<file path="src/rtl/kfcv_pkg.sv">
// ----------------------------------------------------------------------------
// kfcv_pkg
// Shared types, constants and fixed-point helpers for the Kalman filter.
// ----------------------------------------------------------------------------
package kfcv_pkg;

   localparam int unsigned DataWidth = 32;
   localparam int unsigned AddrWidth = 5;

   // register byte addresses
   localparam logic [AddrWidth-1:0] ADDR_TIME_STEP     = 5'd0;
   localparam logic [AddrWidth-1:0] ADDR_NOISE_POS     = 5'd4;
   localparam logic [AddrWidth-1:0] ADDR_NOISE_VEL     = 5'd8;
   localparam logic [AddrWidth-1:0] ADDR_NOISE_MEAS    = 5'd12;
   localparam logic [AddrWidth-1:0] ADDR_INIT_VAR_POS  = 5'd16;
   localparam logic [AddrWidth-1:0] ADDR_INIT_COV_CROSS = 5'd20;
   localparam logic [AddrWidth-1:0] ADDR_INIT_VAR_VEL  = 5'd24;

   localparam logic [30:0] RST_TIME_STEP = 31'd66;
   localparam logic signed [31:0] RST_NOISE_POS = -32'sd1566;
   localparam logic signed [31:0] RST_NOISE_VEL = 32'sd27853;
   localparam logic signed [31:0] RST_NOISE_MEAS = 32'sd2569;
   localparam logic signed [31:0] RST_INIT_VAR_POS = 32'sd7;
   localparam logic signed [31:0] RST_INIT_COV_CROSS = 32'sd7;
   localparam logic signed [31:0] RST_INIT_VAR_VEL = 32'sd720896;

   localparam int unsigned DivSteps = 48;

   // datapath micro-operations
   typedef enum logic [4:0] {
      OP_NONE  = 5'd0,
      OP_LOAD  = 5'd1,   // first step after accept
      OP_M_DTV = 5'd2,   // dt*vel
      OP_XP    = 5'd3,   // xp = pos + prod
      OP_M_DT11 = 5'd4,  // dt*c11
      OP_P01   = 5'd5,   // p01 = c01+prod, p10 = c10+prod, p11
      OP_M_DT10 = 5'd6,  // dt*c10
      OP_A00   = 5'd7,   // t = c00 + prod
      OP_M_P01 = 5'd8,   // p01*dt
      OP_P00   = 5'd9,   // p00 = t + prod + q
      OP_S     = 5'd10,  // s = p00 + r, y = z - xp
      OP_DIV0  = 5'd11,  // start k0 division
      OP_DIV1  = 5'd12,  // start k1 division
      OP_DSTEP = 5'd13,  // one divider step
      OP_K0    = 5'd14,
      OP_K1    = 5'd15,
      OP_M_K0Y = 5'd16,
      OP_POS   = 5'd17,
      OP_M_K1Y = 5'd18,
      OP_VEL   = 5'd19,
      OP_M_K0P00 = 5'd20,
      OP_C00   = 5'd21,
      OP_M_K0P01 = 5'd22,
      OP_C01   = 5'd23,
      OP_M_K1P00 = 5'd24,
      OP_C10   = 5'd25,
      OP_M_K1P01 = 5'd26,
      OP_C11   = 5'd27,
      OP_RESTART = 5'd28
   } op_type;

   typedef struct packed {
      op_type op;
      logic   load;   // input item accepted this cycle
   } cmd_type;

   typedef struct packed {
      logic s_pos;
   } stat_type;

   typedef struct packed {
      logic [30:0]        time_step;
      logic signed [31:0] noise_pos;
      logic signed [31:0] noise_vel;
      logic signed [31:0] noise_meas;
      logic signed [31:0] init_var_pos;
      logic signed [31:0] init_cov_cross;
      logic signed [31:0] init_var_vel;
   } cfg_type;

   function automatic logic signed [31:0] sat32(input logic signed [65:0] v);
      logic signed [31:0] r;
      if (v > 66'sh0_7FFF_FFFF) r = 32'sh7FFF_FFFF;
      else if (v < -66'sh0_8000_0000) r = 32'sh8000_0000;
      else r = v[31:0];
      return r;
   endfunction

   function automatic logic signed [31:0] qadd(input logic signed [31:0] a,
                                               input logic signed [31:0] b);
      return sat32(66'(a) + 66'(b));
   endfunction

   function automatic logic signed [31:0] qsub(input logic signed [31:0] a,
                                               input logic signed [31:0] b);
      return sat32(66'(a) - 66'(b));
   endfunction

endpackage

</file>
<file path="src/rtl/kfcv_control.sv">
// ----------------------------------------------------------------------------
// kfcv_control
// Sequencer for one filter item, plus the result register handshake.
// ----------------------------------------------------------------------------
module kfcv_control (
   input  logic               clock,
   input  logic               reset,
   input  logic               req_valid,
   output logic               req_ready,
   input  logic               req_action,
   output logic               rsp_valid,
   input  logic               rsp_ready,
   output logic               degenerate,
   input  kfcv_pkg::stat_type stat,
   output kfcv_pkg::cmd_type  cmd
);
   import kfcv_pkg::*;

   typedef enum logic [5:0] {
      ST_IDLE  = 6'b000001,
      ST_SEQ   = 6'b000010,
      ST_DIV   = 6'b000100,
      ST_TAIL  = 6'b001000,
      ST_OUT   = 6'b010000,
      ST_WAIT  = 6'b100000
   } state_type;

   state_type  state_ff, state_in;
   op_type     op_ff, op_in;
   logic [5:0] cnt_ff, cnt_in;
   logic       which_ff, which_in;
   logic       degen_ff, degen_in;
   logic       rv_ff, rv_in;

   assign req_ready = (state_ff == ST_IDLE);
   assign rsp_valid = rv_ff;
   assign degenerate = degen_ff;

   always_comb begin
      state_in = state_ff; op_in = OP_NONE; cnt_in = cnt_ff;
      which_in = which_ff; degen_in = degen_ff; rv_in = rv_ff;
      unique case (state_ff)
         ST_IDLE: begin
            if (req_valid) begin
               if (req_action) begin
                  op_in = OP_RESTART; degen_in = 1'b0; state_in = ST_OUT;
               end else begin
                  op_in = OP_LOAD; state_in = ST_SEQ;
               end
            end
         end
         ST_SEQ: begin
            unique case (op_ff)
               OP_LOAD:   op_in = OP_M_DTV;
               OP_M_DTV:  op_in = OP_XP;
               OP_XP:     op_in = OP_M_DT11;
               OP_M_DT11: op_in = OP_P01;
               OP_P01:    op_in = OP_M_DT10;
               OP_M_DT10: op_in = OP_A00;
               OP_A00:    op_in = OP_M_P01;
               OP_M_P01:  op_in = OP_P00;
               OP_P00:    op_in = OP_S;
               OP_S:      op_in = OP_NONE;   // let S settle in its register
               default:   begin
                  if (stat.s_pos) begin
                     degen_in = 1'b0; op_in = OP_DIV0; which_in = 1'b0;
                     state_in = ST_DIV; cnt_in = 6'(DivSteps);
                  end else begin
                     degen_in = 1'b1; op_in = OP_M_K0Y; state_in = ST_TAIL;
                  end
               end
            endcase
         end
         ST_DIV: begin
            if (cnt_ff != '0) begin
               op_in = OP_DSTEP; cnt_in = cnt_ff - 6'd1;
            end else if (!which_ff) begin
               if (op_ff == OP_K0) begin
                  op_in = OP_DIV1; which_in = 1'b1; cnt_in = 6'(DivSteps);
               end else begin
                  op_in = OP_K0;
               end
            end else begin
               if (op_ff == OP_K1) begin
                  op_in = OP_M_K0Y; state_in = ST_TAIL;
               end else begin
                  op_in = OP_K1;
               end
            end
         end
         ST_TAIL: begin
            unique case (op_ff)
               OP_M_K0Y:   op_in = OP_POS;
               OP_POS:     op_in = OP_M_K1Y;
               OP_M_K1Y:   op_in = OP_VEL;
               OP_VEL:     op_in = OP_M_K0P00;
               OP_M_K0P00: op_in = OP_C00;
               OP_C00:     op_in = OP_M_K0P01;
               OP_M_K0P01: op_in = OP_C01;
               OP_C01:     op_in = OP_M_K1P00;
               OP_M_K1P00: op_in = OP_C10;
               OP_C10:     op_in = OP_M_K1P01;
               OP_M_K1P01: op_in = OP_C11;
               default:    state_in = ST_OUT;
            endcase
         end
         ST_OUT: begin
            rv_in = 1'b1; state_in = ST_WAIT;
         end
         ST_WAIT: begin
            if (rsp_ready) begin
               rv_in = 1'b0; state_in = ST_IDLE;
            end
         end
         default: state_in = ST_IDLE;
      endcase
   end

   always_ff @(posedge clock) begin
      if (reset) begin
         state_ff <= ST_IDLE; op_ff <= OP_NONE; cnt_ff <= '0;
         which_ff <= 1'b0; degen_ff <= 1'b0; rv_ff <= 1'b0;
      end else begin
         state_ff <= state_in; op_ff <= op_in; cnt_ff <= cnt_in;
         which_ff <= which_in; degen_ff <= degen_in; rv_ff <= rv_in;
      end
   end

   assign cmd = '{op: op_ff, load: (req_valid && req_ready)};

   a_valid_in_wait: assert property (@(posedge clock) disable iff (reset)
      rsp_valid |-> state_ff == ST_WAIT) else $error("result valid outside wait");
   a_no_accept_busy: assert property (@(posedge clock) disable iff (reset)
      rsp_valid |-> !req_ready) else $error("ready while result pending");
   a_div_bound: assert property (@(posedge clock) disable iff (reset)
      state_ff == ST_DIV |-> cnt_ff <= 6'(DivSteps)) else $error("divider count");

endmodule

</file>
<file path="config.mk">
export PLATFORM = sky130hd
export DESIGN_NAME = kfcv_control
export DESIGN_NICKNAME = d
export VERILOG_FILES = /design/src/rtl/kfcv_pkg.sv /design/src/rtl/kfcv_control.sv
export SDC_FILE = /design/constraint.sdc
export NUM_CORES = 1
export LEC_CHECK = 0
export ABC_AREA = 1
export BUFFER_PORTS_ARGS = -buffer_cell sky130_fd_sc_hd__buf_2
export CELL_PAD_IN_SITES_DETAIL_PLACEMENT = 1
export CELL_PAD_IN_SITES_GLOBAL_PLACEMENT = 1
export CORE_MARGIN = 4
export CORE_UTILIZATION = 43
export DETAILED_ROUTE_END_ITERATION = 6
export PLACE_DENSITY_LB_ADDON = 0.1
export SETUP_SLACK_MARGIN = 0.02
export SLEW_MARGIN = 20
export SYNTH_ARGS = -nofsm -noshare
export SYNTH_HDL_FRONTEND = slang
export SYNTH_SLANG_ARGS = --single-unit
</file>
<file path="constraint.sdc">
create_clock -name clock -period 2.9 [get_ports clock]
set_input_delay 0.145 -clock clock [delete_from_list [all_inputs] [get_ports clock]]
set_output_delay 0.145 -clock clock [all_outputs]
set_load 0.01 [all_outputs]
</file>
==> flow_metrics.env <==
export IMPL_endpoint_kind="flop"
export IMPL_min_period_ns=1.83
export IMPL_grt_overflow_total=0
export IMPL_required_ns=3.14
export IMPL_cts_resized=0
export IMPL_gp_congestion=0.879
export IMPL_fp_dieW_um=64.9
export IMPL_root_buffer="clkbuf_4"
export IMPL_ir_drop_v=0.000217
export IMPL_slew_viol_final=0
export IMPL_max_stage_delay_ns=0.35
export IMPL_cp_cell_sequence="inv_1, ha_1, nand2_1, nor2_1, nand2_1, nand2_1, nand3_1, nor2_1, a31oi_1, nor2_1"
export IMPL_syn_area_per_cell_um2=6.36
export IMPL_fin_hold_ws_ns=0.136
export IMPL_dp_hpwl_um=3240
export IMPL_viasPerCell=5.37
export IMPL_cp_depth=10
export IMPL_cpLargestDelayFamily="simple AND/OR/NAND/NOR gates"
export IMPL_max_slew_margin_pct=62.3
export IMPL_ant_nets=0
export IMPL_cp_max_fo=7
export IMPL_grt_pass1_wl_um=6960
export IMPL_yosysWarnings=0
export IMPL_p_clk_share_pct=20.3
export IMPL_grt_antenna_before_repair=0
export IMPL_min_path_cells=4
export IMPL_p_int_uw=412
export IMPL_p_leak_uw=0.000687
export IMPL_crit_type="flop to flop"
export IMPL_antennaDiodeCount=0
export IMPL_die_area_um2=4210
export IMPL_clk_pin_slew_worst_paths_ns=0.11
export IMPL_area_growth_pct=10.1
export IMPL_powerDensity_nw_per_um2=426
export IMPL_swShare_pct=37.0
export IMPL_detail_route_iter0_violations=44
export IMPL_rsz0062_at_grt="false"
export IMPL_pwr_share_comb_pct=32.3
export IMPL_setup_violations=0
export IMPL_cts_buffers=3
export IMPL_ys_seq_area_share_pct=28.8
export IMPL_cts_sinks=20
export IMPL_dr_total_vias=1492
export IMPL_cts_setup_buffers=0
export IMPL_hold_buffers=0
export IMPL_htree_num_levels=1
export IMPL_die_height_um=64.9
export IMPL_tns_ns=0
export IMPL_fin_nets=243
export IMPL_drtPass1Iterations=4
export IMPL_core_area_um2=3080
export IMPL_boundaryPins=15
export IMPL_status="completed"
export IMPL_clk_path_buf_depth=2
export IMPL_drive_above_1_share_pct=17.9
export IMPL_yosysUniqueCellTypes=32
export IMPL_path_buf_inv=1
export IMPL_worst_setup_path_start_kind="flop"
export IMPL_drc_errors=0
export IMPL_synth_seq_cells=20
export IMPL_skew_ns=0.00564
export IMPL_portBuffers=14
export IMPL_crit_slowest_cell="dfxtp_1"
export IMPL_clk_insertion_delay_late_ns=0.30
export IMPL_synth_nets=226
export IMPL_finalCritPeriodShare_pct=63.1
export IMPL_initial_core_util_pct=45.2
export IMPL_wl_per_cell_um=14.1
export IMPL_power_switching_uw=242
export IMPL_synthCells=219
export IMPL_hp_class="primary input to flop"
export IMPL_arrival_ns=2.07
export IMPL_max_cap_viol_count=0
export IMPL_ff2ff_path_depth=10
export IMPL_row_count=20
export IMPL_track_usage_pct=20.7
export IMPL_wl_um=3910
export IMPL_cts_tree="built"
export IMPL_grt_max_degree=18
export IMPL_grt_pass1_vias=1541
export IMPL_seq_power_share_pct=47.4
export IMPL_fmax_mhz=546
export IMPL_regToRegSetupSlack_ns=1.07
export IMPL_synth_area_um2=1390
export IMPL_finalHoldViolCount=0
export IMPL_tightest_slew_ns=0.562
logic make-up after synthesis:
group	synth area share [%]
xor gates and xnor gates	0.629
buffers and inverters	8.89
adders and majority gates	0.898
AOI/OAI and AO/OA	12.7
and+or+nand+nor	48.2
DFF	28.8
synth_stat cells, drive strengths merged:
library cell / instances / area (µm²)
a21oi: 17 / 100
dfxtp: 20 / 400
nand3: 26 / 148
nor3: 4 / 20.0
or2: 1 / 6.26
nor2: 36 / 175
o21ai: 9 / 56.3
xor2: 1 / 8.76
ha: 1 / 12.5
a31oi: 2 / 12.5
nand3b: 2 / 15.0
and2: 1 / 6.26
nor4: 1 / 6.26
clkbuf: 1 / 3.75
and3: 1 / 6.26
o21bai: 1 / 7.51
buf: 1 / 3.75
clkinv: 2 / 7.51
nand2: 53 / 225
nand4: 10 / 62.6
inv: 29 / 109
layer usage:
layer	share of wire (%)	global-route usage, %
met5	0	0
met4	1.6	6.07
met3	3.4	2.08
met1	43	24.8
met2	51	38.6
worst register-to-register path, stage by stage, from the launching register on:
cell and delay, ns:
dfxtp_1 0.35, inv_1 0.08, ha_1 0.19, nand2_1 0.08, nor2_1 0.16, nand2_1 0.21
nand2_1 0.19, nand3_1 0.09, nor2_1 0.20, a31oi_1 0.13, nor2_1 0.09
registers in the layout, summed over array words and instances (netlist names):
| signal | flops |
|---|---|
| cnt_ff | 6 |
| degenerate | 1 |
| op_ff | 5 |
| rsp_valid | 1 |
| state_ff | 6 |
| which_ff | 1 |
cells in the final DEF, fill, tap and decap left out, drive strengths merged:
master / n
clkinv: 2
xor2: 1
a21oi: 17
clkbuf: 3
nand4: 10
nand3b: 2
or2: 1
nand3: 26
and2: 1
a31oi: 2
o21bai: 1
o21ai: 9
nor4: 1
and3: 1
inv: 29
buf: 14
nor2: 36
ha: 1
dfxtp: 20
nand2: 53
nor3: 4
power by group through the flow:
stage / combinational (µW) / clock, µW / sequential, µW
3_5_place_dp: 211 / 0 / 316
3_3_place_gp: 205 / 0 / 315
6_report: 211 / 133 / 310
5_1_grt: 241 / 151 / 314
2_1_floorplan: 153 / 0 / 317
4_1_cts: 212 / 138 / 310
metrics by stage:
stage,area [µm²],cells,setup WS (ns),util [%],power (µW)
6_report,1530,278,1.07,49.8,654
5_1_grt,1530,278,0.848,49.8,706
4_1_cts,1530,278,1.07,49.8,661
3_5_place_dp,1510,275,1.10,49.1,527
3_3_place_gp,1510,275,1.20,49.1,520
2_1_floorplan,1390,219,1.42,-,469
final cells by class:
| type | count | area, µm² |
|---|---|---|
| Tap cell | 44 | 55.1 |
| Sequential cell | 20 | 400 |
| Fill cell | 436 | 1550 |
| Timing Repair Buffer | 14 | 70.1 |
| Clock buffer | 3 | 22.5 |
| Multi-Input combinational cell | 166 | 868 |
| Inverter | 31 | 116 |
final timing paths:
path	from	to
worst max-delay path	cnt_ff[0]$_SDFFE_PP0P_	state_ff[1]$_SDFFE_PP0P_
worst min-delay path	rsp_ready	rsp_valid$_SDFFE_PP0P_
worst max register to register	cnt_ff[0]$_SDFFE_PP0P_	state_ff[1]$_SDFFE_PP0P_
worst min register to register	rsp_valid$_SDFFE_PP0P_	rsp_valid$_SDFFE_PP0P_
No activity file was read; power rests on OpenSTA's default activity.
