File: src/rtl/kfcv_pkg.sv
// ----------------------------------------------------------------------------
// kfcv_pkg
// Shared types, constants and fixed-point helpers for the Kalman filter.
// ----------------------------------------------------------------------------
package kfcv_pkg;

   localparam int unsigned DataWidth = 32;
   localparam int unsigned AddrWidth = 5;

   // register byte addresses
   localparam logic [AddrWidth-1:0] ADDR_TIME_STEP     = 5'd0;
   localparam logic [AddrWidth-1:0] ADDR_NOISE_POS     = 5'd4;
   localparam logic [AddrWidth-1:0] ADDR_NOISE_VEL     = 5'd8;
   localparam logic [AddrWidth-1:0] ADDR_NOISE_MEAS    = 5'd12;
   localparam logic [AddrWidth-1:0] ADDR_INIT_VAR_POS  = 5'd16;
   localparam logic [AddrWidth-1:0] ADDR_INIT_COV_CROSS = 5'd20;
   localparam logic [AddrWidth-1:0] ADDR_INIT_VAR_VEL  = 5'd24;

   localparam logic [30:0] RST_TIME_STEP = 31'd66;
   localparam logic signed [31:0] RST_NOISE_POS = -32'sd1566;
   localparam logic signed [31:0] RST_NOISE_VEL = 32'sd27853;
   localparam logic signed [31:0] RST_NOISE_MEAS = 32'sd2569;
   localparam logic signed [31:0] RST_INIT_VAR_POS = 32'sd7;
   localparam logic signed [31:0] RST_INIT_COV_CROSS = 32'sd7;
   localparam logic signed [31:0] RST_INIT_VAR_VEL = 32'sd720896;

   localparam int unsigned DivSteps = 48;

   // datapath micro-operations
   typedef enum logic [4:0] {
      OP_NONE  = 5'd0,
      OP_LOAD  = 5'd1,   // first step after accept
      OP_M_DTV = 5'd2,   // dt*vel
      OP_XP    = 5'd3,   // xp = pos + prod
      OP_M_DT11 = 5'd4,  // dt*c11
      OP_P01   = 5'd5,   // p01 = c01+prod, p10 = c10+prod, p11
      OP_M_DT10 = 5'd6,  // dt*c10
      OP_A00   = 5'd7,   // t = c00 + prod
      OP_M_P01 = 5'd8,   // p01*dt
      OP_P00   = 5'd9,   // p00 = t + prod + q
      OP_S     = 5'd10,  // s = p00 + r, y = z - xp
      OP_DIV0  = 5'd11,  // start k0 division
      OP_DIV1  = 5'd12,  // start k1 division
      OP_DSTEP = 5'd13,  // one divider step
      OP_K0    = 5'd14,
      OP_K1    = 5'd15,
      OP_M_K0Y = 5'd16,
      OP_POS   = 5'd17,
      OP_M_K1Y = 5'd18,
      OP_VEL   = 5'd19,
      OP_M_K0P00 = 5'd20,
      OP_C00   = 5'd21,
      OP_M_K0P01 = 5'd22,
      OP_C01   = 5'd23,
      OP_M_K1P00 = 5'd24,
      OP_C10   = 5'd25,
      OP_M_K1P01 = 5'd26,
      OP_C11   = 5'd27,
      OP_RESTART = 5'd28
   } op_type;

   typedef struct packed {
      op_type op;
      logic   load;   // input item accepted this cycle
   } cmd_type;

   typedef struct packed {
      logic s_pos;
   } stat_type;

   typedef struct packed {
      logic [30:0]        time_step;
      logic signed [31:0] noise_pos;
      logic signed [31:0] noise_vel;
      logic signed [31:0] noise_meas;
      logic signed [31:0] init_var_pos;
      logic signed [31:0] init_cov_cross;
      logic signed [31:0] init_var_vel;
   } cfg_type;

   function automatic logic signed [31:0] sat32(input logic signed [65:0] v);
      logic signed [31:0] r;
      if (v > 66'sh0_7FFF_FFFF) r = 32'sh7FFF_FFFF;
      else if (v < -66'sh0_8000_0000) r = 32'sh8000_0000;
      else r = v[31:0];
      return r;
   endfunction

   function automatic logic signed [31:0] qadd(input logic signed [31:0] a,
                                               input logic signed [31:0] b);
      return sat32(66'(a) + 66'(b));
   endfunction

   function automatic logic signed [31:0] qsub(input logic signed [31:0] a,
                                               input logic signed [31:0] b);
      return sat32(66'(a) - 66'(b));
   endfunction

endpackage

File: src/rtl/kfcv_csr.sv
// ----------------------------------------------------------------------------
// kfcv_csr
// APB register file for filter configuration.
// ----------------------------------------------------------------------------
module kfcv_csr (
   input  logic                            clock,
   input  logic                            reset,
   input  logic                            psel,
   input  logic                            penable,
   input  logic                            pwrite,
   input  logic [kfcv_pkg::AddrWidth-1:0]  paddr,
   input  logic [31:0]                     pwdata,
   output logic [31:0]                     prdata,
   output kfcv_pkg::cfg_type               cfg
);
   import kfcv_pkg::*;

   cfg_type cfg_ff, cfg_in;
   logic    wr;

   assign wr = psel && penable && pwrite;

   always_comb begin
      cfg_in = cfg_ff;
      if (wr) begin
         unique case (paddr)
            ADDR_TIME_STEP:      cfg_in.time_step = pwdata[30:0];
            ADDR_NOISE_POS:      cfg_in.noise_pos = pwdata;
            ADDR_NOISE_VEL:      cfg_in.noise_vel = pwdata;
            ADDR_NOISE_MEAS:     cfg_in.noise_meas = pwdata;
            ADDR_INIT_VAR_POS:   cfg_in.init_var_pos = pwdata;
            ADDR_INIT_COV_CROSS: cfg_in.init_cov_cross = pwdata;
            ADDR_INIT_VAR_VEL:   cfg_in.init_var_vel = pwdata;
            default: ;
         endcase
      end
   end

   always_comb begin
      unique case (paddr)
         ADDR_TIME_STEP:      prdata = {1'b0, cfg_ff.time_step};
         ADDR_NOISE_POS:      prdata = cfg_ff.noise_pos;
         ADDR_NOISE_VEL:      prdata = cfg_ff.noise_vel;
         ADDR_NOISE_MEAS:     prdata = cfg_ff.noise_meas;
         ADDR_INIT_VAR_POS:   prdata = cfg_ff.init_var_pos;
         ADDR_INIT_COV_CROSS: prdata = cfg_ff.init_cov_cross;
         ADDR_INIT_VAR_VEL:   prdata = cfg_ff.init_var_vel;
         default:             prdata = '0;
      endcase
   end

   always_ff @(posedge clock) begin
      if (reset) begin
         cfg_ff <= '{RST_TIME_STEP, RST_NOISE_POS, RST_NOISE_VEL, RST_NOISE_MEAS,
                     RST_INIT_VAR_POS, RST_INIT_COV_CROSS, RST_INIT_VAR_VEL};
      end else begin
         cfg_ff <= cfg_in;
      end
   end

   assign cfg = cfg_ff;

endmodule

File: config.mk
export PLATFORM = sky130hd
export DESIGN_NAME = kfcv_csr
export DESIGN_NICKNAME = d
export VERILOG_FILES = /design/src/rtl/kfcv_pkg.sv /design/src/rtl/kfcv_csr.sv
export SDC_FILE = /design/constraint.sdc
export NUM_CORES = 1
export LEC_CHECK = 0
export ABC_AREA = 0
export BUFFER_PORTS_ARGS = -buffer_cell sky130_fd_sc_hd__buf_2
export CAP_MARGIN = 20
export CORE_ASPECT_RATIO = 0.6
export CORE_MARGIN = 3
export CORE_UTILIZATION = 25
export DETAILED_ROUTE_END_ITERATION = 12
export HOLD_SLACK_MARGIN = 0.05
export PLACE_DENSITY_LB_ADDON = 0.08
export REMOVE_ABC_BUFFERS = 1
export SLEW_MARGIN = 5
export SYNTH_ARGS = -nofsm -noshare
export SYNTH_HDL_FRONTEND = slang
export SYNTH_SLANG_ARGS = --single-unit
File: constraint.sdc
create_clock -name clock -period 2.4 [get_ports clock]
set_input_delay 0.24 -clock clock [delete_from_list [all_inputs] [get_ports clock]]
set_output_delay 0.24 -clock clock [all_outputs]
set_load 0.005 [all_outputs]
==> results of run 1 <==
final timing paths:
path / slack, ns / endpoint / from / depth (start not counted)
worst min register to register: 0.48 / cfg[79] / cfg[79] / 2
worst min-delay path: 0.09 / cfg[187] / reset / 3
worst max-delay path: 0.31 / prdata[21] / paddr[2] / 6
worst max register to register: 1.71 / cfg[113] / cfg[113] / 2
cells by family (layout without fill, tap and decap cells):
logic type             count (synthesis)  in the layout  share of synthesized area (%)
other                                  0              1                              0
muxes                                317            317                           30.6
buffers and inverters                 86            425                           3.73
and+or+nand+nor                      336            336                           18.0
AOI/OAI and AO/OA                     64             64                           5.19
DFF                                  223            223                           42.5
layer usage:
metal / vias to the layer above / GRT usage (%) / wire [µm]
li1: 4235 / - / -
met1: 4212 / 26.5 / 20800
met2: 189 / 28.2 / 17900
met3: 51 / 3.56 / 1840
met4: 4 / 3.09 / 686
met5: - / 0 / 16
through the flow:
stage          power (mW)  instance area, µm²  hold slack [ns]  setup TNS (ns)  setup WS, ns
5_1_grt              8.64               14000           0.0877               0         0.210
3_3_place_gp         4.36               12800            0.471               0         0.207
6_report             8.30               14000           0.0919               0         0.307
3_5_place_dp         4.36               12800            0.477               0         0.229
4_1_cts              8.47               14000           0.0585               0         0.278
2_1_floorplan        4.03               10100            0.396          -39.27        -0.617
worst register-to-register path: stages (launching register included):
cell	delay, ns
dfxtp_1	0.39
nand2b_1	0.07
mux2i_1	0.16
cells in the mapped netlist (all sizes together) (3+ instances only):
master / n / share of area, %
a221o: 11 / 1.0
nand2: 18 / 0.64
mux2i: 287 / 27
mux2: 30 / 3.2
o22ai: 12 / 0.72
dfxtp: 223 / 43
nor3: 4 / 0.35
nor2: 86 / 3.1
nand3: 3 / 0.14
or3: 4 / 0.24
nand2b: 205 / 12
o221ai: 19 / 1.6
a2bb2oi: 18 / 1.5
clkbuf: 47 / 1.7
buf: 37 / 2.0
layout make-up:
type / instances / area (µm²) / share of cell area [%]
antenna: 1 / 2.50 / 0.0179
clock buffer: 41 / 818 / 5.85
clock inverter: 7 / 43.8 / 0.313
tap: 560 / 701 / 5.01
inverter: 2 / 7.51 / 0.0536
timing repair buffer: 375 / 2270 / 16.2
sequential: 223 / 4460 / 31.9
multi-input combinational: 717 / 5690 / 40.6
power by group through the flow:
stage               logic (mW)  registers [mW]  clock network, mW
finish                   0.592            3.72               3.99
global route             0.639            3.72               4.28
CTS                      0.599            3.72               4.16
detailed placement       0.558            3.80                  0
global placement         0.559            3.80                  0
floorplan                0.231            3.80                  0
==> flow_metrics.tcl, run 1 <==
set metrics [dict create \
    final_cell_mix "buf_2 (294), mux2i_1 (287), dfxtp_1 (223), nand2b_1 (205), nor2_1 (86)" \
    htree_levels 1 \
    cp.arrival_ns 1.85 \
    boundaryPins 297 \
    vias 8691 \
    grt_max_degree 86 \
    ir_drop_v 0.000421 \
    grt_usage_pct 18.2 \
    slew_viol_final 0 \
    ys_ff_latch 223 \
    cts_made_buffers 26 \
    core_area_um2 40900 \
    core.rowCount 57 \
    synth_ff_type "dfxtp_1" \
    postSynthAreaPerCell_um2 10.2 \
    largest_reg_flops 223 \
    worstSetupEndpointType "output port" \
    cts_resized 0 \
    fin_skew_ns 0 \
    grt_pass1_wl_um 61000 \
    slowest_stage "or4b_1" \
    crit_fanout 13 \
    dp.cells 1846 \
    cts_tree "done" \
    post-route-min-period_ns 2.09 \
    die_height_um 165 \
    p_seq_share_pct 44.8 \
    place_congestion 0.758 \
    portBuffers 296 \
    leakage_nw 6.85 \
    wire_per_inst_um 21.4 \
    power_switching_mw 1.99 \
    fmax_ghz 0.478 \
    max-slew-margin-rel_pct 56.5 \
    path_class "input port to output port" \
    synth_cell_types 36 \
    clkTransAtPathRegs_ns 0.06 \
    grt_overflow 0 \
    cp_top_family "buffers and inverters" \
    max-clock-path-buffers 3 \
    cts-root-buf "clkbuf_16" \
    crit_buf_inv 3 \
    die_area_um2 44600 \
    area_growth_pct 33.4 \
    synth_cells 1026 \
    start_kind "input port" \
    internal_power_mw 6.31 \
    status "finished clean" \
    post-cts-setup-buffer-count 0 \
    hp-class "input port to flop" \
    drt-initial-drc-count 411 \
    first_global_vias 8790 \
    nNetsFinal 1387 \
    hold_violations 0 \
    postSynth.asyncResetShare_pct 0 \
    fillerInstances 4281 \
    synth-edff-count 0 \
    dp_hpwl_um 28900 \
    yosys_warnings 0 \
    worst_pin_slew_ns 0.643 \
    swShare_pct 24.0 \
    finalSetupViolCount 0 \
    ys_seq_area_share_pct 42.5 \
    worst_ep_required_time_ns 2.16 \
    postRouteAntennaNets 0 \
    finalNonFillerCells 1926 \
    powerDensity_nw_per_um2 593 \
    start_util_pct 25.6 \
    vias_per_cell 4.51 \
    rsz0062_at_grt "no" \
    ctsHoldBuffers 31 \
    clkSinkCount 223 \
    netlist_area_um2 10500 \
    antenna_found_initial 2 \
    clkPwrFrac_pct 48.1 \
    die_w_um 271 \
    crit_chain "buf_4 > or4b_1 > buf_4 > o22ai_1 > a221o_1 > buf_2" \
    cpMostUsedCell "buf_4" \
    drt-total-wl_um 41300 \
    worstSkewPairLatency_ns 0.54 \
    drive_above_1_share_pct 31.4 \
    max_cap_violations 0 \
    crit_path_max_incr_delay_ns 0.57 \
    pwr-share-comb_pct 7.1 \
    fin_util_pct 34.2 \
    drc 0 \
    final_common_cell "buf_2" \
    drtPass1Iterations 5 \
    fin_crit_sh_pct 87.2 \
]
Power figures use the tool's default switching activity.
==> run 2, diff against run 1 <==
--- a/config.mk
+++ b/config.mk
@@ -5,15 +5,14 @@
 export SDC_FILE = /design/constraint.sdc
 export NUM_CORES = 1
 export LEC_CHECK = 0
-export ABC_AREA = 0
 export BUFFER_PORTS_ARGS = -buffer_cell sky130_fd_sc_hd__buf_2
 export CAP_MARGIN = 20
 export CORE_ASPECT_RATIO = 0.6
 export CORE_MARGIN = 3
 export CORE_UTILIZATION = 25
 export DETAILED_ROUTE_END_ITERATION = 12
+export GPL_TIMING_DRIVEN = 0
 export HOLD_SLACK_MARGIN = 0.05
-export PLACE_DENSITY_LB_ADDON = 0.08
 export REMOVE_ABC_BUFFERS = 1
 export SLEW_MARGIN = 5
 export SYNTH_ARGS = -nofsm -noshare
==> run 2 against run 1 <==
- total power is 3.8% lower
- cell count is 1.3% lower
- fmax shrank 10%
- highest routed layer unchanged
- critical endpoint is now prdata[20]
- clock skew is the same
- largest cell class unchanged
- global-route usage is 1.8 points lower
- sequential share of layout area is essentially flat
==> flow_metrics.tcl, run 2 (same netlist as run 1, synthesis figures left out) <==
set metrics [dict create \
    dp.cells 1822 \
    cts_tree "done" \
    fmax_ghz 0.428 \
    final_cell_mix "buf_2 (292), mux2i_1 (287), dfxtp_1 (223), nand2b_1 (205), nor2_1 (85)" \
    rsz0062_at_grt "no" \
    post-route-min-period_ns 2.34 \
    start_kind "input port" \
    start_util_pct 25.6 \
    htree_levels 1 \
    boundaryPins 297 \
    fin_total_pwr_mw 7.99 \
    path_class "input port to output port" \
    ir_drop_v 0.000373 \
    placed_area_um2 12800 \
    max-slew-margin-rel_pct 33.5 \
    hp-class "input port to flop" \
    max-clock-path-buffers 3 \
    place_congestion 0.743 \
    vias_per_cell 4.66 \
    grt_overflow 0 \
    finalNonFillerCells 1900 \
    timing.final.ws_setup_ns 0.0644 \
    fin_area_um2 14000 \
    core_area_um2 40900 \
    vias 8849 \
    drt-total-wl_um 38900 \
    grt_pass1_wl_um 55900 \
    drtPass1Iterations 5 \
    multiInputGateArea_um2 5730 \
    slew_viol_final 0 \
    finalSetupViolCount 0 \
    crit_fanout 43 \
    worstSetupEndpointType "output port" \
    max_cap_violations 0 \
    grt_usage_pct 16.5 \
    die_area_um2 44600 \
    clkSinkCount 223 \
    postRouteAntennaNets 0 \
    area_growth_pct 33.2 \
    fin_crit_sh_pct 97.3 \
    worstSkewPairLatency_ns 0.52 \
    core.rowCount 57 \
    die_height_um 165 \
    cts-root-buf "clkbuf_16" \
    status "finished clean" \
    drt-initial-drc-count 566 \
    portBuffers 296 \
    cp.arrival_ns 2.10 \
    fillerInstances 4214 \
    worst_ep_required_time_ns 2.16 \
    powerDensity_nw_per_um2 571 \
    seqCellArea_um2 4460 \
    clkTransAtPathRegs_ns 0.06 \
    setup_tns_ns 0 \
    grt_max_degree 163 \
    nNetsFinal 1366 \
    wire_per_inst_um 20.5 \
    die_w_um 271 \
    leakage_nw 6.79 \
    drive_above_1_share_pct 30.2 \
    dp_slack_ns -1.04 \
    dp_hpwl_um 27400 \
    worst_pin_slew_ns 0.994 \
    final_common_cell "buf_2" \
    fin_skew_ns 0 \
    first_global_vias 8620 \
    antenna_found_initial 3 \
    cts_made_buffers 23 \
    largest_reg_flops 223 \
    drc 0 \
    hold_violations 0 \
]
[run 2: cell types whose count changed in the layout (fill, tap and decap cells not counted), sizes merged, moves of 2 or more]
cell    before  now
clkinv       5    0
bufinv       0    2
buf        344  325
clkbuf      41   37
[run 2: through the flow]
stage                     utilization [%]  hold slack [ns]
after detailed placement             31.3            0.479
after floorplan                         -            0.396
after global routing                 34.2            0.117
after global placement               30.0            0.469
after CTS                            34.1           0.0560
final                                34.2           0.0654
[run 2: layout make-up]
class / instances / area share (%)
Clock inverter: 4 / 0.537
Tap cell: 560 / 5.01
Clock buffer: 36 / 4.89
Sequential cell: 223 / 31.9
Inverter: 2 / 0.0537
Antenna cell: 1 / 0.0179
Multi-Input combinational cell: 718 / 41.0
Timing Repair Buffer: 356 / 16.6
[run 2: where the power goes]
| group | switching, mW | leakage [nW] | internal (mW) |
|---|---|---|---|
| Clock | 1.53 | 0.363 | 2.17 |
| Sequential | 0.00705 | 1.80 | 3.71 |
| Combinational | 0.320 | 4.63 | 0.255 |
| Total | 1.86 | 6.79 | 6.13 |
[run 2: worst paths after layout]
| check | slack [ns] | startpoint | to | depth (start not counted) |
|---|---|---|---|---|
| worst min-delay path | 0.07 | pwdata[27] | cfg[187] | 3 |
| worst max-delay path | 0.06 | paddr[2] | prdata[20] | 6 |
| worst min register to register | 0.49 | cfg[146] | cfg[146] | 2 |
| worst max register to register | 1.70 | cfg[186] | cfg[186] | 2 |
[run 2: critical path, cell delays in order]
cell and delay [ns]:
buf_12 0.24, buf_16 0.31, or4b_4 0.70, o22ai_1 0.27, a221o_1 0.14, buf_2 0.13
[run 2: what timing repair did]
item / CTS / global route
hold buffers: 30 / 0
endpoints found under the setup margin: 148 / 21
endpoints found under the hold margin: 55 / 0
gates resized for setup: 9 / 5
buffers inserted: 6 / 0
pin swaps: 1 / 1
cloned: 0 / 1
[run 2: per-layer routing]
metal | GRT usage, % | vias up | wire [µm]
met2 | 26.9 | 246 | 17400
met3 | 3.43 | 43 | 2240
met4 | 3.60 | 2 | 829
met5 | 0 | - | 10
li1 | - | 4188 | -
met1 | 22.4 | 4370 | 18300
==> run 3, diff against run 2 <==
==> constraint.sdc (replaced) <==
create_clock -name clock -period 2.4 [get_ports clock]
set_input_delay 0.36 -clock clock [delete_from_list [all_inputs] [get_ports clock]]
set_output_delay 0.36 -clock clock [all_outputs]
set_load 0.005 [all_outputs]
==> run 3 against run 2 <==
- fmax decreased by 2.2%
- total power increased by 0.20%
- clock skew unchanged
- critical endpoint is now cfg[182]
==> flow_metrics.tcl, run 3 (same netlist as run 1, synthesis figures left out) <==
set metrics [dict create \
    hold_violations 0 \
    core.rowCount 57 \
    drive_above_1_share_pct 31.6 \
    clkSinkCount 223 \
    worstSetupEndpointType "flop" \
    clkTransAtPathRegs_ns 0.06 \
    first_global_vias 8701 \
    crit_fanout 22 \
    nNetsFinal 1348 \
    cts_made_buffers 23 \
    fmax_ghz 0.419 \
    cts_tree "done" \
    max-clock-path-buffers 3 \
    final_common_cell "buf_2" \
    cts-root-buf "clkbuf_16" \
    dp_hpwl_um 27400 \
    drc 0 \
    status "finished clean" \
    cp.arrival_ns 2.83 \
    die_area_um2 44600 \
    vias 8855 \
    ir_drop_v 0.000379 \
    antenna_found_initial 5 \
    max-slew-margin-rel_pct 35.0 \
    largest_reg_flops 223 \
    vias_per_cell 4.71 \
    grt_usage_pct 17.4 \
    wire_per_inst_um 21.5 \
    hp-class "input port to flop" \
    htree_levels 1 \
    leakage_nw 6.78 \
    dp_slack_ns -1.16 \
    worst_pin_slew_ns 0.972 \
    portBuffers 296 \
    grt_pass1_wl_um 58300 \
    drt-initial-drc-count 599 \
    ctsHoldBuffers 0 \
    die_w_um 271 \
    path_class "input port to flop" \
    grt_overflow 0 \
    fin_crit_sh_pct 99.6 \
    core_area_um2 40900 \
    postRouteAntennaNets 0 \
    worst_ep_required_time_ns 2.84 \
    start_util_pct 25.6 \
    fin_skew_ns 0 \
    timing.final.ws_setup_ns 0.0108 \
    worstSkewPairLatency_ns 0.52 \
    area_growth_pct 32.4 \
    post-route-min-period_ns 2.39 \
    die_height_um 165 \
    finalSetupViolCount 0 \
    place_congestion 0.743 \
    drtPass1Iterations 5 \
    grt_max_degree 163 \
    fin_area_um2 13900 \
    boundaryPins 297 \
    fin_total_pwr_mw 8.01 \
    max_cap_violations 0 \
    drt-total-wl_um 40600 \
    slew_viol_final 0 \
    start_kind "input port" \
    setup_tns_ns 0 \
    placed_area_um2 12800 \
    final_cell_mix "buf_2 (292), mux2i_1 (287), dfxtp_1 (223), nand2b_1 (205), nor2_1 (85)" \
    powerDensity_nw_per_um2 576 \
]
-- run 3: final timing paths --
| kind | start | endpoint | cells after the start | slack [ns] |
|---|---|---|---|---|
| max | paddr[2] | cfg[182] | 7 | 0.01 |
| min | pwdata[24] | cfg[184] | 3 | 0.12 |
| max reg2reg | cfg[186] | cfg[186] | 2 | 1.69 |
| min reg2reg | cfg[148] | cfg[148] | 2 | 0.49 |
-- run 3: layer usage --
metal	track usage, %	part of all wire, %
met2	28.2	45
met4	3.72	2.1
met1	24.1	48
met3	3.46	5.5
met5	0	0.025
-- run 3: stage by stage --
stage / utilization (%) / hold slack (ns) / std cells
2_1_floorplan: - / 0.475 / 942
3_3_place_gp: 30.0 / 0.469 / 1798
3_5_place_dp: 31.3 / 0.479 / 1822
4_1_cts: 33.9 / 0.0811 / 1878
5_1_grt: 33.9 / 0.0912 / 1882
6_report: 33.9 / 0.118 / 1882
-- run 3: layout make-up --
type,count,area [µm²]
clock buffer,36,684
timing repair buffer,336,2200
tap,560,701
clock inverter,4,75.1
multi-input combinational,720,5750
antenna,1,2.50
sequential,223,4460
inverter,2,7.51
fill,4227,27000
-- run 3: where the power goes --
group	switching (mW)	total, mW	leakage [nW]	internal, mW
logic	0.332	0.588	4.62	0.256
clock network	1.54	3.70	0.363	2.17
registers	0.00705	3.72	1.80	3.71
-- run 3: critical path: stages --
cell	delay, ns
buf_16	0.19
buf_16	0.25
or4b_4	0.61
buf_4	0.20
nor3_4	0.73
buf_16	0.24
mux2i_1	0.20
-- run 3: repair_timing --
| action | CTS | global route |
|---|---|---|
| pin swaps | 3 | 1 |
| buffers inserted | 10 | 3 |
| setup endpoints to repair | 161 | 15 |
| gates cloned | 6 | 0 |
| gates resized for setup | 20 | 1 |
